==> src/design/vsd_pkg.sv <==
// ----------------------------------------------------------------------------
// vsd_pkg
// Shared types and codes for the varint stream decoder.
// ----------------------------------------------------------------------------
`timescale 1ns / 1ps

package vsd_pkg;

  // Decode modes (the unused code decodes as a 32-bit varint)
  localparam logic [1:0] MODE_VARINT  = 2'd0;
  localparam logic [1:0] MODE_VARLONG = 2'd1;
  localparam logic [1:0] MODE_STRLEN  = 2'd2;

  // Result status codes
  localparam logic [1:0] ST_OK        = 2'd0;
  localparam logic [1:0] ST_TRUNCATED = 2'd1;
  localparam logic [1:0] ST_OVERFLOW  = 2'd2;
  localparam logic [1:0] ST_BAD_VALUE = 2'd3;

  // Register indexes on the APB port
  localparam logic REG_DECODE_MODE = 1'b0;
  localparam logic REG_CHAR_LIMIT  = 1'b1;

  localparam int unsigned ADDR_W       = 3;
  localparam int unsigned CHAR_LIMIT_W = 29;
  localparam logic [CHAR_LIMIT_W-1:0] CHAR_LIMIT_RESET = 29'd32767;

  // Byte layout
  localparam logic [7:0] PAYLOAD_MASK = 8'h7F;
  localparam int unsigned CONT_BIT    = 7;

  // Bytes allowed per item: 35 / 7 and 70 / 7
  localparam logic [3:0] VARINT_BYTES  = 4'(35 / 7);
  localparam logic [3:0] VARLONG_BYTES = 4'(70 / 7);

  typedef struct packed {
    logic [1:0]              decode_mode;
    logic [CHAR_LIMIT_W-1:0] char_limit;
  } cfg_t;

endpackage

==> src/design/vsd_regs.sv <==
// ----------------------------------------------------------------------------
// vsd_regs
// APB configuration registers: decode mode and character limit.
// ----------------------------------------------------------------------------
`timescale 1ns / 1ps

module vsd_regs (
  input  logic                       clk_i,
  input  logic                       rst_ni,
  input  logic                       psel,
  input  logic                       penable,
  input  logic                       pwrite,
  input  logic [vsd_pkg::ADDR_W-1:0] paddr,
  input  logic [31:0]                pwdata,
  output logic [31:0]                prdata,
  output logic                       pready,
  output vsd_pkg::cfg_t              cfg_o
);
  import vsd_pkg::*;

  cfg_t cfg_q, cfg_d;
  logic wr_en;
  logic reg_idx;

  assign pready  = 1'b1;
  assign wr_en   = psel & penable & pwrite;
  assign reg_idx = paddr[2];

  // Update the addressed register on the access beat
  always_comb begin
    cfg_d = cfg_q;
    if (wr_en) begin
      unique case (reg_idx)
        REG_DECODE_MODE: cfg_d.decode_mode = pwdata[1:0];
        REG_CHAR_LIMIT:  cfg_d.char_limit  = pwdata[CHAR_LIMIT_W-1:0];
        default:         cfg_d = cfg_q;
      endcase
    end
  end

  always_ff @(posedge clk_i or negedge rst_ni) begin
    if (!rst_ni) begin
      cfg_q.decode_mode <= MODE_VARINT;
      cfg_q.char_limit  <= CHAR_LIMIT_RESET;
    end else begin
      cfg_q <= cfg_d;
    end
  end

  // Read back
  always_comb begin
    unique case (reg_idx)
      REG_DECODE_MODE: prdata = {30'd0, cfg_q.decode_mode};
      REG_CHAR_LIMIT:  prdata = {3'd0, cfg_q.char_limit};
      default:         prdata = 32'd0;
    endcase
  end

  assign cfg_o = cfg_q;

endmodule

==> src/design/vsd_core.sv <==
// ----------------------------------------------------------------------------
// vsd_core
// Input register, one-byte varint step and result register.
// ----------------------------------------------------------------------------
`timescale 1ns / 1ps

module vsd_core (
  input  logic               clk_i,
  input  logic               rst_ni,
  input  vsd_pkg::cfg_t      cfg_i,
  input  logic               in_valid_i,
  output logic               in_stall_o,
  input  logic [7:0]         data_byte_i,
  input  logic               buffer_end_i,
  output logic               out_valid_o,
  input  logic               out_stall_i,
  output logic signed [63:0] value_o,
  output logic [1:0]         status_o
);
  import vsd_pkg::*;

  // Input stage
  logic       in_valid_q;
  logic [7:0] in_byte_q;
  logic       in_end_q;

  // Item state
  logic [63:0] acc_q, acc_d;
  logic [3:0]  cnt_q, cnt_d;

  // Result stage
  logic              out_valid_q;
  logic signed [63:0] value_q;
  logic [1:0]        status_q;

  // Step logic
  logic        longform;
  logic [3:0]  limit;
  logic [6:0]  shift;
  logic [63:0] acc_or;
  logic [3:0]  cnt_next;
  logic [63:0] val_full;
  logic        cont;
  logic        too_big;
  logic        emit;
  logic [63:0] res_value;
  logic [1:0]  res_status;
  logic        out_free;
  logic        advance;
  logic        in_load;

  // Merge this byte's seven payload bits
  assign longform = (cfg_i.decode_mode == MODE_VARLONG);
  assign limit    = longform ? VARLONG_BYTES : VARINT_BYTES;
  assign shift    = {cnt_q, 3'b000} - {3'b000, cnt_q};
  assign acc_or   = (shift < 7'd64)
                  ? (acc_q | ({56'd0, in_byte_q & PAYLOAD_MASK} << shift[5:0]))
                  : acc_q;
  assign cnt_next = cnt_q + 4'd1;
  assign cont     = in_byte_q[CONT_BIT];

  // Sign-extend from bit 31 outside varlong mode
  assign val_full = longform ? acc_or : {{32{acc_or[31]}}, acc_or[31:0]};
  assign too_big  = (val_full[31:0] > {1'b0, cfg_i.char_limit, 2'b00});

  // Classify the byte
  always_comb begin
    res_value  = 64'd0;
    res_status = ST_OK;
    emit       = 1'b1;
    priority if (!cont) begin
      if ((cfg_i.decode_mode == MODE_STRLEN) && (val_full[63] || too_big)) begin
        res_status = ST_BAD_VALUE;
      end else begin
        res_value = val_full;
      end
    end else if (cnt_next >= limit) begin
      res_status = ST_OVERFLOW;
    end else if (in_end_q) begin
      res_status = ST_TRUNCATED;
    end else begin
      emit = 1'b0;
    end
  end

  // Handshake: advance unless a result has nowhere to go
  assign out_free   = !out_valid_q || !out_stall_i;
  assign advance    = in_valid_q && (!emit || out_free);
  assign in_stall_o = in_valid_q && !advance;
  assign in_load    = in_valid_i && !in_stall_o;

  // Next item state: restart after any result
  always_comb begin
    acc_d = acc_q;
    cnt_d = cnt_q;
    if (advance) begin
      if (emit) begin
        acc_d = 64'd0;
        cnt_d = 4'd0;
      end else begin
        acc_d = acc_or;
        cnt_d = cnt_next;
      end
    end
  end

  // Control and state registers
  always_ff @(posedge clk_i or negedge rst_ni) begin
    if (!rst_ni) begin
      in_valid_q  <= 1'b0;
      out_valid_q <= 1'b0;
      acc_q       <= 64'd0;
      cnt_q       <= 4'd0;
    end else begin
      acc_q <= acc_d;
      cnt_q <= cnt_d;
      if (in_load) begin
        in_valid_q <= 1'b1;
      end else if (advance) begin
        in_valid_q <= 1'b0;
      end
      if (advance && emit) begin
        out_valid_q <= 1'b1;
      end else if (!out_stall_i) begin
        out_valid_q <= 1'b0;
      end
    end
  end

  // Payload registers: capture input beat, hold result until taken
  always_ff @(posedge clk_i) begin
    if (in_load) begin
      in_byte_q <= data_byte_i;
      in_end_q  <= buffer_end_i;
    end
    if (advance && emit) begin
      value_q  <= res_value;
      status_q <= res_status;
    end
  end

  assign out_valid_o = out_valid_q;
  assign value_o     = value_q;
  assign status_o    = status_q;

endmodule

==> src/design/varint_stream_decoder_top.sv <==
// ----------------------------------------------------------------------------
// varint_stream_decoder_top
// Byte-serial LEB128 decoder for 32-bit varints, 64-bit varlongs and
// range-checked string length prefixes.
//
//   Port group   Dir  Handshake                    Beat contents
//   in           in   in_valid_i / in_stall_o      data_byte_i, buffer_end_i
//   out          out  out_valid_o / out_stall_i    value_o, status_o
//   cfg (APB)    in   psel, penable, pready        paddr, pwdata / prdata
//
// One byte per cycle unless a stalled result blocks the next: a beat waits in
// the input register, the step logic (shift, OR, compare) resolves it and a
// result lands in the output register.
// Reset clears the partial item and loads mode 0 and a limit of 32767.
// A stalled result only holds back a byte that would make another result.
// ----------------------------------------------------------------------------
`timescale 1ns / 1ps

module varint_stream_decoder_top (
  input  logic                       clk_i,
  input  logic                       rst_ni,
  // APB configuration
  input  logic                       psel,
  input  logic                       penable,
  input  logic                       pwrite,
  input  logic [vsd_pkg::ADDR_W-1:0] paddr,
  input  logic [31:0]                pwdata,
  output logic [31:0]                prdata,
  output logic                       pready,
  // Byte input
  input  logic                       in_valid_i,
  output logic                       in_stall_o,
  input  logic [7:0]                 data_byte_i,
  input  logic                       buffer_end_i,
  // Result output
  output logic                       out_valid_o,
  input  logic                       out_stall_i,
  output logic signed [63:0]         value_o,
  output logic [1:0]                 status_o
);
  import vsd_pkg::*;

  cfg_t cfg;

  // Configuration registers
  vsd_regs u_regs (
    .clk_i   (clk_i),
    .rst_ni  (rst_ni),
    .psel    (psel),
    .penable (penable),
    .pwrite  (pwrite),
    .paddr   (paddr),
    .pwdata  (pwdata),
    .prdata  (prdata),
    .pready  (pready),
    .cfg_o   (cfg)
  );

  // Decode datapath
  vsd_core u_core (
    .clk_i        (clk_i),
    .rst_ni       (rst_ni),
    .cfg_i        (cfg),
    .in_valid_i   (in_valid_i),
    .in_stall_o   (in_stall_o),
    .data_byte_i  (data_byte_i),
    .buffer_end_i (buffer_end_i),
    .out_valid_o  (out_valid_o),
    .out_stall_i  (out_stall_i),
    .value_o      (value_o),
    .status_o     (status_o)
  );

endmodule
==> config.mk <==
export PLATFORM = sky130hd
export DESIGN_NAME = varint_stream_decoder_top
export DESIGN_NICKNAME = d
export VERILOG_FILES = /design/src/design/vsd_pkg.sv /design/src/design/vsd_regs.sv /design/src/design/vsd_core.sv /design/src/design/varint_stream_decoder_top.sv
export SDC_FILE = /design/constraint.sdc
export NUM_CORES = 1
export LEC_CHECK = 0
export BUFFER_PORTS_ARGS = -buffer_cell sky130_fd_sc_hd__buf_2
export CAP_MARGIN = 40
export CORE_ASPECT_RATIO = 1.4
export CORE_UTILIZATION = 50
export DETAILED_ROUTE_END_ITERATION = 7
export PLACE_DENSITY = 0.74
export SLEW_MARGIN = 25
export SYNTH_ARGS = -nofsm -noshare
export SYNTH_HDL_FRONTEND = slang
export SYNTH_SLANG_ARGS = --single-unit
export TNS_END_PERCENT = 50
==> constraint.sdc <==
create_clock -name clk_i -period 11.5 [get_ports clk_i]
set_input_delay 1.725 -clock clk_i [delete_from_list [all_inputs] [get_ports clk_i]]
set_output_delay 1.725 -clock clk_i [all_outputs]
set_load 0.05 [all_outputs]
==> impl_metrics.tcl, run 1 <==
set metrics [dict create \
    status "complete, no violations" \
    initial_core_util 0.5144 \
    grt_max_degree 65 \
    r2r_start "u_core.cnt_q[3]" \
    cp-start-kind "register" \
    async_reset_ff_frac 0.5739 \
    slew_headroom 0.4489 \
    synth-seq-cells 176 \
    cts_setup_buffers 0 \
    drt-vias-per-instance 5.484 \
    wire_per_inst_um 17.08 \
    syn_inst 861 \
    post-dp-hpwl_mm 15.25 \
    cts_hold_buf 0 \
    tns_ns 0 \
    pwr_density_cell_mw_per_mm2 278.1 \
    mostFrequentLayoutCells "buf_2, nor2_1, dfrtp_1" \
    io_pins 152 \
    firstDrtPassIters 5 \
    track_usage 0.2402 \
    coreArea_mm2 0.01747 \
    max_freq_mhz 179.3 \
    synth.distinct_cells 67 \
    die_area_mm2 0.01852 \
    yosysSeqAreaShare 0.5339 \
    cts_resized 0 \
    peakVddDrop_v 0.0001159 \
    ys_warn_count 0 \
    num_rows 57 \
    synth_area_mm2 0.008987 \
    tightest_slew_ns 0.8203 \
    fill_cells 1460 \
    dp_cells 1207 \
    finalSetupViolCount 0 \
    routabilityCongestion 0.9389 \
    overflow 0 \
    cts_root_buffer "clkbuf_16" \
    cp-startpoint "u_core.cnt_q[3]" \
    route.vias.total 6816 \
    clock_sinks 176 \
    maxCapViolations 0 \
    first_global_vias 6570 \
    crit_type "reg -> reg" \
    r2r_setup_slack_ns 5.92 \
    die_h_um 160.6 \
    total_leakage_power_nw 4.876 \
    period_minus_slack_ns 5.577 \
    ant_nets 0 \
    cts.path.max_buffers 2 \
    nets 1080 \
    min_from "u_core.acc_q[53]" \
    tritoncts "done" \
    skew_ns 0.01137 \
    end_kind "register" \
    finalCritPeriodShare 0.4850 \
    wl_mm 21.23 \
    grt_pass1_wl_mm 34.12 \
    die_w_um 115.3 \
    arrival_ns 5.81 \
    synth-edff-count 75 \
    area_growth_syn_to_layout_pct 17.24 \
    syn_area_per_cell_um2 10.44 \
    drt_first_iter_violations 477 \
    rsz0062_at_grt "no" \
    drc 0 \
    cts_max_level 4 \
    hp-class "reg -> reg" \
    critPathMaxFanout 32 \
    antenna_found_initial 0 \
    portBuffers 142 \
    cp.required_ns 11.74 \
    fin_cells 1243 \
    drive_gt1_frac 0.2771 \
    numCtsBuffers 17 \
    antenna_cells 0 \
    slew_violations 0 \
    clock_latency_ns 0.43 \
    synth_top_flop_cell "dfrtp_1" \
    clkTransAtPathRegs_ns 0.07 \
    final_common_cell "buf_2" \
    finalHoldViolCount 0 \
]
sequential cells by signal, summed over array words and instances (netlist names):
signal / count
u_core.in_end_q: 1
u_core.out_valid_o: 1
u_core.in_byte_q: 8
u_core.cnt_q: 4
u_regs.cfg_o: 31
u_core.status_o: 2
u_core.acc_q: 64
u_core.in_valid_q: 1
u_core.value_o: 64
final timing paths:
| path | endpoint | depth (start not counted) |
|---|---|---|
| min | u_core.acc_q[53] | 2 |
| min reg2reg | u_core.acc_q[53] | 2 |
| max in group asynchronous | u_core.acc_q[60] | 3 |
| max | u_core.value_o[63] | 17 |
| min in group asynchronous | u_regs.cfg_o[29] | 1 |
| max reg2reg | u_core.value_o[63] | 17 |
critical path, cell delays in order, from the launching register on:
cell and delay, ns:
dfrtp_1 0.51, inv_1 0.13, ha_1 0.44, or4_4 0.61, nand2_2 0.34, nor3_1 0.11, a21oi_1 0.49, nor2_1 0.10
or2_2 0.32, ha_1 0.30, nand3_1 0.11, nor2_1 0.05, a2111oi_0 0.41, o211ai_1 0.18, a211oi_1 0.56, o21ai_2 0.11
buf_4 0.26, a211oi_2 0.30
cells by family (layout without fill, tap and decap cells):
group | after synthesis | after routing | share of synthesized area
and+or+nand+nor | 331 | 331 | 0.1797
muxes | 44 | 44 | 0.05972
adders and majority gates | 35 | 35 | 0.04873
other | 2 | 4 | 0.0008356
DFF | 176 | 176 | 0.5339
buffers and inverters | 91 | 235 | 0.04566
xor gates and xnor gates | 5 | 5 | 0.004874
AOI/OAI and AO/OA | 177 | 177 | 0.1265
power by group:
group | internal [W] | switching, W | total, W
Sequential | 0.000819 | 0.0000644 | 0.000884
Clock | 0.000311 | 0.000271 | 0.000582
Combinational | 0.000443 | 0.00102 | 0.00147
Total | 0.00157 | 0.00136 | 0.00293
synthesized netlist by cell type, drive strengths merged (3+ instances only):
cell type  instances  area [µm²]
ha                35       437.9
or2               16       100.1
mux2i              3       30.03
o31a               5       43.79
nand4              6       37.54
o211ai             3       22.52
mux4               4       90.09
o31ai              3       27.52
a2111oi            3       32.53
edfxtp            75        2252
buf               30       181.4
nand2             40       152.6
a211oi            10       80.07
nand3              9       50.05
clkbuf            16       60.06
nor4               6       37.54
nand2b             7       43.79
mux2              37       416.7
dfrtp             86        2152
o2bb2ai            3       26.28
xnor2              3       26.28
a31oi             13       81.33
o21ai             18       97.60
nor2b             25       156.4
and3b              3       26.28
nor2             143       546.8
nor3              31       160.1
a21o              13       97.59
and2              36       230.2
dfstp             15       394.1
a22oi              3       22.52
a21oi             86       445.4
a22o               5       43.79
inv               45       168.9
through the flow:
| stage | cell area (µm²) | hold WS [ns] | util | setup slack [ns] | power (W) |
|---|---|---|---|---|---|
| after detailed placement | 9891 | 0.4749 | 0.5661 | 5.658 | 0.002327 |
| final | 10540 | 0.4867 | 0.6030 | 5.923 | 0.002931 |
| after floorplan | 8995 | 0.4505 | - | 6.803 | 0.001971 |
| after global placement | 9831 | 0.4615 | 0.5626 | 5.667 | 0.002295 |
| after CTS | 10490 | 0.4910 | 0.6004 | 5.622 | 0.002920 |
| after global routing | 10540 | 0.5146 | 0.6030 | 5.661 | 0.003093 |
final cells by class:
cell class | count | area [µm²] | share of cell area
Sequential cell | 176 | 4798 | 0.4554
Clock inverter | 15 | 173.9 | 0.01651
Tap cell | 236 | 295.3 | 0.02803
Clock buffer | 17 | 425.4 | 0.04038
Multi-Input combinational cell | 596 | 3786 | 0.3593
Inverter | 45 | 170.2 | 0.01615
Timing Repair Buffer | 158 | 887.1 | 0.08419
routing by layer:
layer	global-route usage	up-vias	part of all wire
met2	0.3928	253	0.48
met3	0.04189	57	0.056
met1	0.3083	3229	0.42
li1	-	3277	-
met4	0.1122	0	0.041
met5	0	-	0
No activity file was read; power rests on OpenSTA's default activity.
==> run 2: changes to the inputs <==
==> constraint.sdc (replaced) <==
create_clock -name clk_i -period 5.85 [get_ports clk_i]
set_input_delay 0.8775 -clock clk_i [delete_from_list [all_inputs] [get_ports clk_i]]
set_output_delay 0.8775 -clock clk_i [all_outputs]
set_load 0.05 [all_outputs]
==> impl_metrics.tcl, run 2 (synthesized netlist as in run 1, its figures left out) <==
set metrics [dict create \
    portBuffers 142 \
    slew_violations 0 \
    io_pins 152 \
    coreArea_mm2 0.01747 \
    holdWs_ns 0.4716 \
    post-dp-hpwl_mm 15.47 \
    cts_max_level 4 \
    drive_gt1_frac 0.2847 \
    cp_slowest_cell "or4_4" \
    finalHoldViolCount 0 \
    wl_mm 21.43 \
    skew_ns 0.01107 \
    final_common_cell "buf_2" \
    post_dp_cell_area_mm2 0.009956 \
    slew_headroom 0.5242 \
    max_freq_mhz 192.7 \
    track_usage 0.2454 \
    critical_path_depth 16 \
    crit_family "simple AND/OR/NAND/NOR gates" \
    tightest_slew_ns 0.7085 \
    crit_type "reg -> reg" \
    route.vias.total 6915 \
    nets 1088 \
    power_w 0.005869 \
    cts.path.max_buffers 2 \
    area_growth_syn_to_layout_pct 18.00 \
    finalSetupViolCount 0 \
    num_rows 57 \
    end_kind "register" \
    cp_num_buf_inv 2 \
    cts_resized 0 \
    cp.required_ns 6.09 \
    numCtsBuffers 17 \
    grt_pass1_wl_mm 34.95 \
    drc 0 \
    clock_sinks 176 \
    die_w_um 115.3 \
    die_h_um 160.6 \
    firstDrtPassIters 5 \
    critPathMaxFanout 32 \
    cts_root_buffer "clkbuf_16" \
    tns_ns 0 \
    overflow 0 \
    clock_latency_ns 0.43 \
    rr_worst_depth 16 \
    antenna_cells 0 \
    initial_core_util 0.5144 \
    pwr_density_cell_mw_per_mm2 553.4 \
    final_cell_area_mm2 0.01061 \
    antenna_found_initial 0 \
    drt_first_iter_violations 394 \
    path_cells "inv_1, ha_1, or4_4, nand2_2, mux2_2, nor2b_1, or2_2, ha_1, a21oi_1, nor2_1, a2111oi_0, o211ai_1, a211oi_1, o21ai_2, buf_12, nor2_1" \
    tritoncts "done" \
    first_global_vias 6793 \
    peakVddDrop_v 0.0002576 \
    cts_hold_buf 0 \
    status "complete, no violations" \
    routabilityCongestion 0.9138 \
    period_minus_slack_ns 5.190 \
    wire_per_inst_um 17.13 \
    maxCapViolations 0 \
    drt-vias-per-instance 5.528 \
    grt_max_degree 58 \
    ant_nets 0 \
    cp-start-kind "register" \
    finalCritPeriodShare 0.8872 \
    total_leakage_power_nw 4.920 \
    cts_setup_buffers 0 \
    slowest_delay_ns 0.60 \
    die_area_mm2 0.01852 \
    arrival_ns 5.43 \
    hp-class "in -> async" \
    mostFrequentLayoutCells "buf_2, nor2_1, dfrtp_1" \
    clkTransAtPathRegs_ns 0.07 \
    rsz0062_at_grt "no" \
]
run 2: cell count changes in the layout (fill, tap and decap cells not counted):
cell / before / now
clkinv_1: 2 / 0
buf_16: 2 / 0
buf_8: 2 / 1
buf_4: 10 / 22
buf_2: 143 / 141
bufinv_16: 1 / 2
clkinv_8: 3 / 4
buf_12: 0 / 1
run 2: layout make-up:
class | instances | area (µm²)
fill | 1460 | 6868
sequential | 176 | 4798
multi-input combinational | 596 | 3786
timing repair buffer | 166 | 917.1
clock buffer | 17 | 425.4
tap | 236 | 295.3
clock inverter | 15 | 212.7
inverter | 45 | 170.2
run 2: layer usage:
metal | GRT usage | wire (µm) | vias to the layer above | share of wire
li1 | - | - | 3311 | -
met4 | 0.1128 | 760 | 0 | 0.035
met3 | 0.04717 | 1260 | 49 | 0.059
met1 | 0.3106 | 8731 | 3292 | 0.41
met2 | 0.4036 | 10680 | 263 | 0.50
met5 | 0 | 0 | - | 0
run 2: power by group:
part | internal (W) | leakage, nW | switching [W]
registers | 0.00161 | 2.05 | 0.000132
clock network | 0.000660 | 0.307 | 0.000545
logic | 0.000917 | 2.56 | 0.00200
run 2: path summary, 6_finish.rpt:
kind / from / to / slack (ns)
max in group asynchronous: rst_ni / u_core.acc_q[2] / 4.21
worst max-delay path: u_core.cnt_q[3] / u_core.value_o[11] / 0.66
worst max register to register: u_core.cnt_q[3] / u_core.value_o[11] / 0.66
min in group clk_i: u_core.acc_q[53] / u_core.acc_q[53] / 0.48
worst min-delay path: rst_ni / u_regs.cfg_o[29] / 0.47
worst min register to register: u_core.acc_q[53] / u_core.acc_q[53] / 0.48
run 2: stage by stage:
step / instances / util / worst slack, ns
global route: 1251 / 0.6069 / 0.5003
global placement: 1217 / 0.5689 / 0.8738
CTS: 1250 / 0.6063 / 0.7274
floorplan: 863 / - / 1.234
detailed placement: 1218 / 0.5698 / 0.7728
finish: 1251 / 0.6069 / 0.6598
==> run 3: changes to the inputs <==
--- a/config.mk
+++ b/config.mk
@@ -8,9 +8,9 @@
 export BUFFER_PORTS_ARGS = -buffer_cell sky130_fd_sc_hd__buf_2
 export CAP_MARGIN = 40
 export CORE_ASPECT_RATIO = 1.4
-export CORE_UTILIZATION = 50
+export CORE_UTILIZATION = 57
 export DETAILED_ROUTE_END_ITERATION = 7
-export PLACE_DENSITY = 0.74
+export PLACE_DENSITY = 0.83
 export SLEW_MARGIN = 25
 export SYNTH_ARGS = -nofsm -noshare
 export SYNTH_HDL_FRONTEND = slang
==> impl_metrics.tcl, run 3 (synthesized netlist as in run 1, its figures left out) <==
set metrics [dict create \
    status "complete, no violations" \
    cts_hold_buf 0 \
    clock_latency_ns 0.42 \
    io_pins 152 \
    finalCritPeriodShare 0.9102 \
    overflow 0 \
    final_common_cell "buf_2" \
    arrival_ns 5.58 \
    total_leakage_power_nw 4.921 \
    period_minus_slack_ns 5.325 \
    timing.rr.end "u_core.value_o[26]" \
    cp-start-kind "register" \
    die_h_um 150.6 \
    routabilityCongestion 0.9781 \
    cp-startpoint "u_core.cnt_q[0]" \
    rsz0062_at_grt "no" \
    cts.path.max_buffers 2 \
    slew_violations 0 \
    post-dp-hpwl_mm 15.41 \
    critical_path_depth 16 \
    drt_first_iter_violations 497 \
    slew_headroom 0.5191 \
    cp.required_ns 6.11 \
    ant_nets 0 \
    portBuffers 142 \
    post-route-util 0.6951 \
    finalSetupViolCount 0 \
    path_cells "inv_1, ha_1, mux2_1, a21oi_1, nor3_1, a31o_2, a31oi_1, inv_1, ha_1, a21o_1, a2111oi_0, o211ai_1, a211oi_1, o21ai_2, buf_4, nor2b_1" \
    wl_met3_mm 1.462 \
    max_freq_mhz 187.8 \
    skew_ns 0.008987 \
    route.vias.total 7136 \
    rr_worst_depth 16 \
    mostFrequentLayoutCells "buf_2, nor2_1, dfrtp_1" \
    clkTransAtPathRegs_ns 0.07 \
    pwr_density_cell_mw_per_mm2 559.3 \
    antenna_found_initial 0 \
    numCtsBuffers 17 \
    routed.top_layer "met4" \
    area_growth_syn_to_layout_pct 17.44 \
    nets 1091 \
    drc 0 \
    crit_type "reg -> reg" \
    grt_pass1_wl_mm 34.82 \
    cts_setup_buffers 0 \
    wl_met1_mm 8.485 \
    cts_max_level 4 \
    firstDrtPassIters 5 \
    critPathMaxFanout 19 \
    cts_root_buffer "clkbuf_16" \
    r2r_start "u_core.cnt_q[0]" \
    met2_length_mm 11.07 \
    drive_gt1_frac 0.2868 \
    pre_cts_slack_ns 0.6697 \
    wire_per_inst_um 18.01 \
    die_area_mm2 0.01628 \
    die_w_um 108.1 \
    tns_ns 0 \
    maxCapViolations 0 \
    finalWorstSetupSlack_ns 0.5251 \
    slowest_delay_ns 0.64 \
    grt_max_degree 115 \
    drt-vias-per-instance 5.898 \
    fill_cells 1097 \
    cp_num_buf_inv 3 \
    wl_mm 21.80 \
    num_rows 53 \
    hp-class "reg -> reg" \
    track_usage 0.2809 \
    coreArea_mm2 0.01519 \
    tritoncts "done" \
    antenna_cells 0 \
    r2r_setup_slack_ns 0.53 \
    finalHoldViolCount 0 \
    tightest_slew_ns 0.7214 \
    crit_end "u_core.value_o[26]" \
    peakVddDrop_v 0.0003173 \
    cp_slowest_cell "ha_1" \
    initial_core_util 0.5918 \
    cts_resized 0 \
    end_kind "register" \
    clock_sinks 176 \
    crit_family "compound AO/OA/AOI/OAI gates" \
    first_global_vias 6782 \
]
-- run 3: cell types whose count changed in the layout (fill, tap and decap cells not counted) --
cell and change:
clkinvlp_4 +2, buf_4 +2, clkbuf_4 +1, clkinv_8 -2
-- run 3: final cells by class --
class	count	area (µm²)	share of cell area
tap	192	240.2	0.02276
clock buffer	17	425.4	0.04030
clock inverter	15	195.2	0.01849
inverter	45	170.2	0.01612
timing repair buffer	169	939.7	0.08902
multi-input combinational	596	3786	0.3587
sequential	176	4798	0.4546
-- run 3: how the worst min path moves through the flow --
stage,startpoint,to,slack [ns],cells past startpoint
2_1_floorplan,u_core.acc_q[35],u_core.acc_q[35],0.45,2
3_3_place_gp,u_core.acc_q[35],u_core.acc_q[35],0.46,2
3_5_place_dp,u_core.acc_q[20],u_core.acc_q[20],0.48,2
4_1_cts,u_core.acc_q[20],u_core.acc_q[20],0.49,2
5_1_grt,u_core.acc_q[46],u_core.acc_q[46],0.52,2
6_report,u_core.acc_q[37],u_core.acc_q[37],0.50,1
-- run 3: metrics by stage --
step / total power, W / hold slack, ns / area [µm²] / cells
5_1_grt: 0.006225 / 0.5166 / 10560 / 1210
3_3_place_gp: 0.004591 / 0.4628 / 9901 / 1175
3_5_place_dp: 0.004657 / 0.4807 / 9901 / 1175
4_1_cts: 0.005872 / 0.4946 / 10520 / 1207
6_report: 0.005904 / 0.4953 / 10560 / 1210
2_1_floorplan: 0.003875 / 0.4505 / 8995 / 863
-- run 3: routing by layer --
metal	vias up	GRT usage
met5	-	0
met4	0	0.1219
met3	62	0.05325
met2	316	0.4793
met1	3445	0.3453
li1	3313	-
-- run 3: power breakdown --
group	total (W)	internal (W)	switching, W
Sequential	0.00175	0.00161	0.000135
Clock	0.00118	0.000653	0.000532
Combinational	0.00297	0.000938	0.00204
Total	0.00590	0.00320	0.00270
